[src/generational_handle_slot_pool_unit_macros.svh]
// Assertion macros for the generational handle slot pool.
// Expects i_clk and i_rst_n in the scope of the module that uses them.
`ifndef GENERATIONAL_HANDLE_SLOT_POOL_UNIT_MACROS_SVH
`define GENERATIONAL_HANDLE_SLOT_POOL_UNIT_MACROS_SVH

// Condition that must hold at every clock edge out of reset.
`define GHSP_ASSERT_ALWAYS(lbl, cond, msg) \
    lbl: assert property (@(posedge i_clk) disable iff (!i_rst_n) (cond)) \
        else $error(msg);

// Consequent that must hold in the cycle after the antecedent.
`define GHSP_ASSERT_NEXT(lbl, ante, cons, msg) \
    lbl: assert property (@(posedge i_clk) disable iff (!i_rst_n) (ante) |=> (cons)) \
        else $error(msg);

`endif

[src/ghsp_ram.sv]
// Generic single-clock RAM: one write port, one read port, registered read.
// No dependencies.
module ghsp_ram #(
    parameter int WIDTH = 8,
    parameter int DEPTH = 64,
    localparam int AW = $clog2(DEPTH)
) (
    input  logic             i_clk,
    input  logic             i_we,
    input  logic [AW-1:0]    i_waddr,
    input  logic [WIDTH-1:0] i_wdata,
    input  logic [AW-1:0]    i_raddr,
    output logic [WIDTH-1:0] o_rdata
);

    logic [WIDTH-1:0] r_mem [DEPTH];
    logic [WIDTH-1:0] r_rdata;

    always_ff @(posedge i_clk) begin
        if (i_we) begin
            r_mem[i_waddr] <= i_wdata;
        end
        r_rdata <= r_mem[i_raddr];
    end

    assign o_rdata = r_rdata;

endmodule

[config.mk]
export PLATFORM = sky130hd
export DESIGN_NAME = ghsp_ram
export DESIGN_NICKNAME = d
export VERILOG_FILES = /design/src/generational_handle_slot_pool_unit_macros.svh /design/src/ghsp_ram.sv
export SDC_FILE = /design/constraint.sdc
export NUM_CORES = 1
export LEC_CHECK = 0
export BUFFER_PORTS_ARGS = -buffer_cell sky130_fd_sc_hd__clkbuf_2
export CORE_MARGIN = 4
export CORE_UTILIZATION = 30
export CTS_CLUSTER_SIZE = 28
export DETAILED_ROUTE_END_ITERATION = 8
export PLACE_DENSITY = 0.44
export SETUP_SLACK_MARGIN = 0.15
export SYNTH_ARGS = -nofsm -noshare
export SYNTH_HDL_FRONTEND = slang
export SYNTH_SLANG_ARGS = --single-unit
[constraint.sdc]
create_clock -name i_clk -period 3.2 [get_ports i_clk]
set_input_delay 0.96 -clock i_clk [delete_from_list [all_inputs] [get_ports i_clk]]
set_output_delay 0.96 -clock i_clk [all_outputs]
set_load 0.01 [all_outputs]
Word-level counts from Yosys, hierarchy flattened
Memory sizes are Yosys's and may differ from the RTL's. A register that Yosys moved wholly into a read port is not among the register bits.
Index checks and enable logic that the tools add are counted.
{ "op_classes": {"n_bitwise": 0, "add_sub_neg": 0, "n_reduce_logical": 0, "mux": 2, "n_shift": 0, "div": 0, "mul": 0, "order_cmp": 0, "n_eq_ne": 0} }
{ "op_table": {"columns": ["operator", "n"], "rows": [
  ["two-way mux 1 bit", 2]
]} }
{ "word_totals": {"ramBits": 512, "register_bits": 0, "word_cells": 3, "input_bits": 22, "latch_bits": 0, "romBits": 0, "n_memories": 1} }
{ "mem_list": {"columns": ["memory", "words", "word_bits", "rd", "rd_ports_with_merged_regs", "wr", "line_no", "text"], "rows": [
  ["r_mem", 64, 8, 1, 1, 1, "ghsp_ram.sv:16", "logic [WIDTH-1:0] r_mem [DEPTH];"]
]} }

Depth between registers and ports, before layout
{ "depth": {"word_depth": 2, "mapped_depth": 9} }

Least setup slack after synthesis
OpenSTA, ideal clock, no wires.
{ "synth_timing": {"path_kind": "input to register", "start": "input i_raddr[1]", "end": "register r_rdata[3] (netlist: o_rdata[3]) (read register of r_mem)", "path_buffers": 3, "required_time_ps": 3072, "t_arrival_ps": 2500, "setup_slack_ps": 572, "stages": 7, "path_cell_list": "buf_4 buf_2 buf_2 mux4_2 mux4_2 o21ai_1 o41ai_1"} }
{ "synth_rtl": {"columns": ["item", "line_no", "text"], "rows": [
  ["start: declaration", "ghsp_ram.sv:12", "input logic [AW-1:0] i_raddr,"],
  ["end: declaration", "ghsp_ram.sv:17", "logic [WIDTH-1:0] r_rdata;"]
]} }

==> out/metrics.csv <==
stage;metric;value;unit
layout;nets;1131;
timing;rsz0062_at_grt;false;
layout;drive_gt1_frac;0.339;
synthesis;synth_edf_count;512;
timing;post-route-period-util;0.819;
power;p_leak;7.79;nW
timing;timing.hold.ws;0.847;ns
synthesis;async_flop_share;0;
routing;drt_wl_total;51000;um
critical_path;end_kind;flop;
clocking;cts_hold_buf;0;
critical_path;cp-start-kind;input port;
floorplanning;start_util;0.305;
routing;dr.pass1.iters;5;
timing;max_freq;0.381;GHz
global_route;grt_overflow;0;
floorplanning;core_area;66200;sq um
routing;route.detailed.drc;0;
critical_path;cp_max_fo;34;
floorplanning;rows;94;
floorplanning;fp.dieW;267;um
critical_path;required;3.66;ns
routing;ant_nets;0;
power;ir_worst_vdd;0.367;mV
clocking;cts_max_level;2;
synthesis;ys_warn_count;0;
critical_path;cp.arrival;3.09;ns
clocking;postCtsSetupRepairBufs;0;
place;place_ws;-0.195;ns
timing;slew_violations;0;
routing;dr_total_vias;9853;
routing;wire_per_inst;25.3;um
global_route;grt_max_degree;65;
synthesis;synth_cell_types;40;
routing;drt_iter0_drc;990;
clocking;clk-insertion-delay-late;0.59;ns
place;dp_hpwl;32400;um
synthesis;ys_seq_area_frac;0.770;
synthesis;ys.flop_type;edfxtp_1;
synthesis;synthTopCellsByArea;edfxtp_1 (76%), mux4_2 (14%), nor2_1 (1.5%), mux2i_1 (1.1%), dfxtp_1 (0.79%);
routing;viasPerCell;4.88;
global_route;antenna_found_initial;2;
global_route;grt_pass1_vias;10300;
clocking;cts_tree;yes;
global_route;grt_pass1_wl;74500;um
layout;num_antenna_cells;0;
power;power.density;627;nW/um^2
run_status;status;finished clean;
timing;setup_viol;0;
layout;num-fill-cells;6048;
synthesis;syn_nets;962;
floorplanning;die_area;71400;sq um
synthesis;ys_ff_latch;520;
place;routabilityCongestion;0.770;
synthesis;synth_top_area_share;0.762;
clocking;postCtsResizedCells;0;
floorplanning;die_h;267;um
floorplanning;io_pins;30;
synthesis;synth.top_cells.by_count;edfxtp_1 (512), mux4_2 (126), nor2_1 (83), mux2i_1 (23), nand2_1 (19);
synthesis;netlist_area;20200;sq um
clocking;cts_buffers;56;
synthesis;yosys.area.top_type;edfxtp_1;
timing;worst_slew_pin_slew;0.755;ns
synthesis;synth.most_common_cell;edfxtp_1;
hold_path;holdCritPathClass;flop to flop;
timing;setup_tns;0;ns
clocking;clkTransAtPathRegs;0.06;ns
timing;relSlewSlack;0.497;
clocking;cts_buffer_depth;3;
place;port_buffers;29;
layout;fin_util;0.366;
synthesis;syn_inst;940;
timing;layout_setup_ws;0.578;ns
timing;worst_clock_skew;0.00929;ns
critical_path;crit_type;input port to flop;
job;cap_violations;0;
global_route;grt_usage;0.145;
timing;hold_viol;0;
clocking;root_buffer;clkbuf_16;
synthesis;avgSynthCellArea;21.5;sq um
timing;fin_crit;2.62;ns
clocking;cts_num_sinks;520;
layout;area_delta_synth_final;20.1;%
-- stage by stage --
step / total power [mW] / instances / instance area (sq um)
5_1_grt: 15.7 / 2018 / 24200
3_5_place_dp: 8.51 / 1915 / 22300
2_1_floorplan: 8.10 / 940 / 20200
6_report: 15.2 / 2018 / 24200
3_3_place_gp: 8.50 / 1915 / 22300
4_1_cts: 15.4 / 2018 / 24200
-- cells in the final DEF, fill, tap and decap left out, types with 10 or more instances in the layout --
cell type,netlist,final
edfxtp_1,512,512
mux4_2,126,126
buf_4,13,121
nor2_1,83,83
clkbuf_16,0,57
clkbuf_2,0,26
mux2i_1,23,23
nand2_1,19,19
clkinv_2,0,15
nor2b_1,14,14
buf_12,2,14
mux2_2,13,13
nand3_1,13,13
bufinv_16,0,12
clkinv_1,0,10
-- per-layer routing --
metal | global-route usage | up-vias | wire [um]
met1 | 0.203 | 5230 | 22700
met4 | 0.0394 | 2 | 1160
met5 | 0 | - | 12
met3 | 0.0281 | 77 | 2790
met2 | 0.232 | 275 | 24300
li1 | - | 4269 | -
-- power by group --
part	total, mW	internal, mW	switching (mW)
Sequential	7.57	7.54	0.0282
Clock	6.84	4.20	2.64
Combinational	0.776	0.313	0.463
-- state kept, by name, summed over array words and instances, names as in the netlist --
| signal | cells |
|---|---|
| o_rdata | 8 |
| r_mem | 512 |
-- worst paths after layout --
kind	from	to	cells past startpoint	slack, ns
worst max register to register	r_mem[21][6]	o_rdata[6]	6	0.93
worst max-delay path	i_raddr[1]	o_rdata[6]	8	0.58
worst min register to register	r_mem[31][6]	o_rdata[6]	3	0.85
worst min-delay path	r_mem[31][6]	o_rdata[6]	3	0.85
-- cells by family (layout without fill, tap and decap cells) --
| family | Yosys count | count (layout) | synth area share |
|---|---|---|---|
| flip-flops | 520 | 520 | 0.770 |
| multiplexers | 162 | 162 | 0.159 |
| AND/OR/NAND/NOR | 153 | 153 | 0.0339 |
| buffers and inverters | 51 | 265 | 0.0157 |
| AO/OA/AOI/OAI | 54 | 54 | 0.0207 |
-- area by class of cell --
type / instances / area (sq um) / area share
clock buffers: 62 / 1450 / 0.0597
clock inverters: 41 / 505 / 0.0209
multi-input cells: 369 / 4320 / 0.178
flip-flops and latches: 520 / 15500 / 0.642
well taps: 864 / 1080 / 0.0446
repair buffers: 162 / 1330 / 0.0550
-- critical path, cell delays in order --
cell and delay [ns]:
buf_4 0.28, buf_12 0.29, nand2b_1 0.34, a211oi_1 0.38, nor4_1 0.12, nor3_1 0.40, buf_4 0.20, o32ai_1 0.08
(Power assumes the default switching activity.)
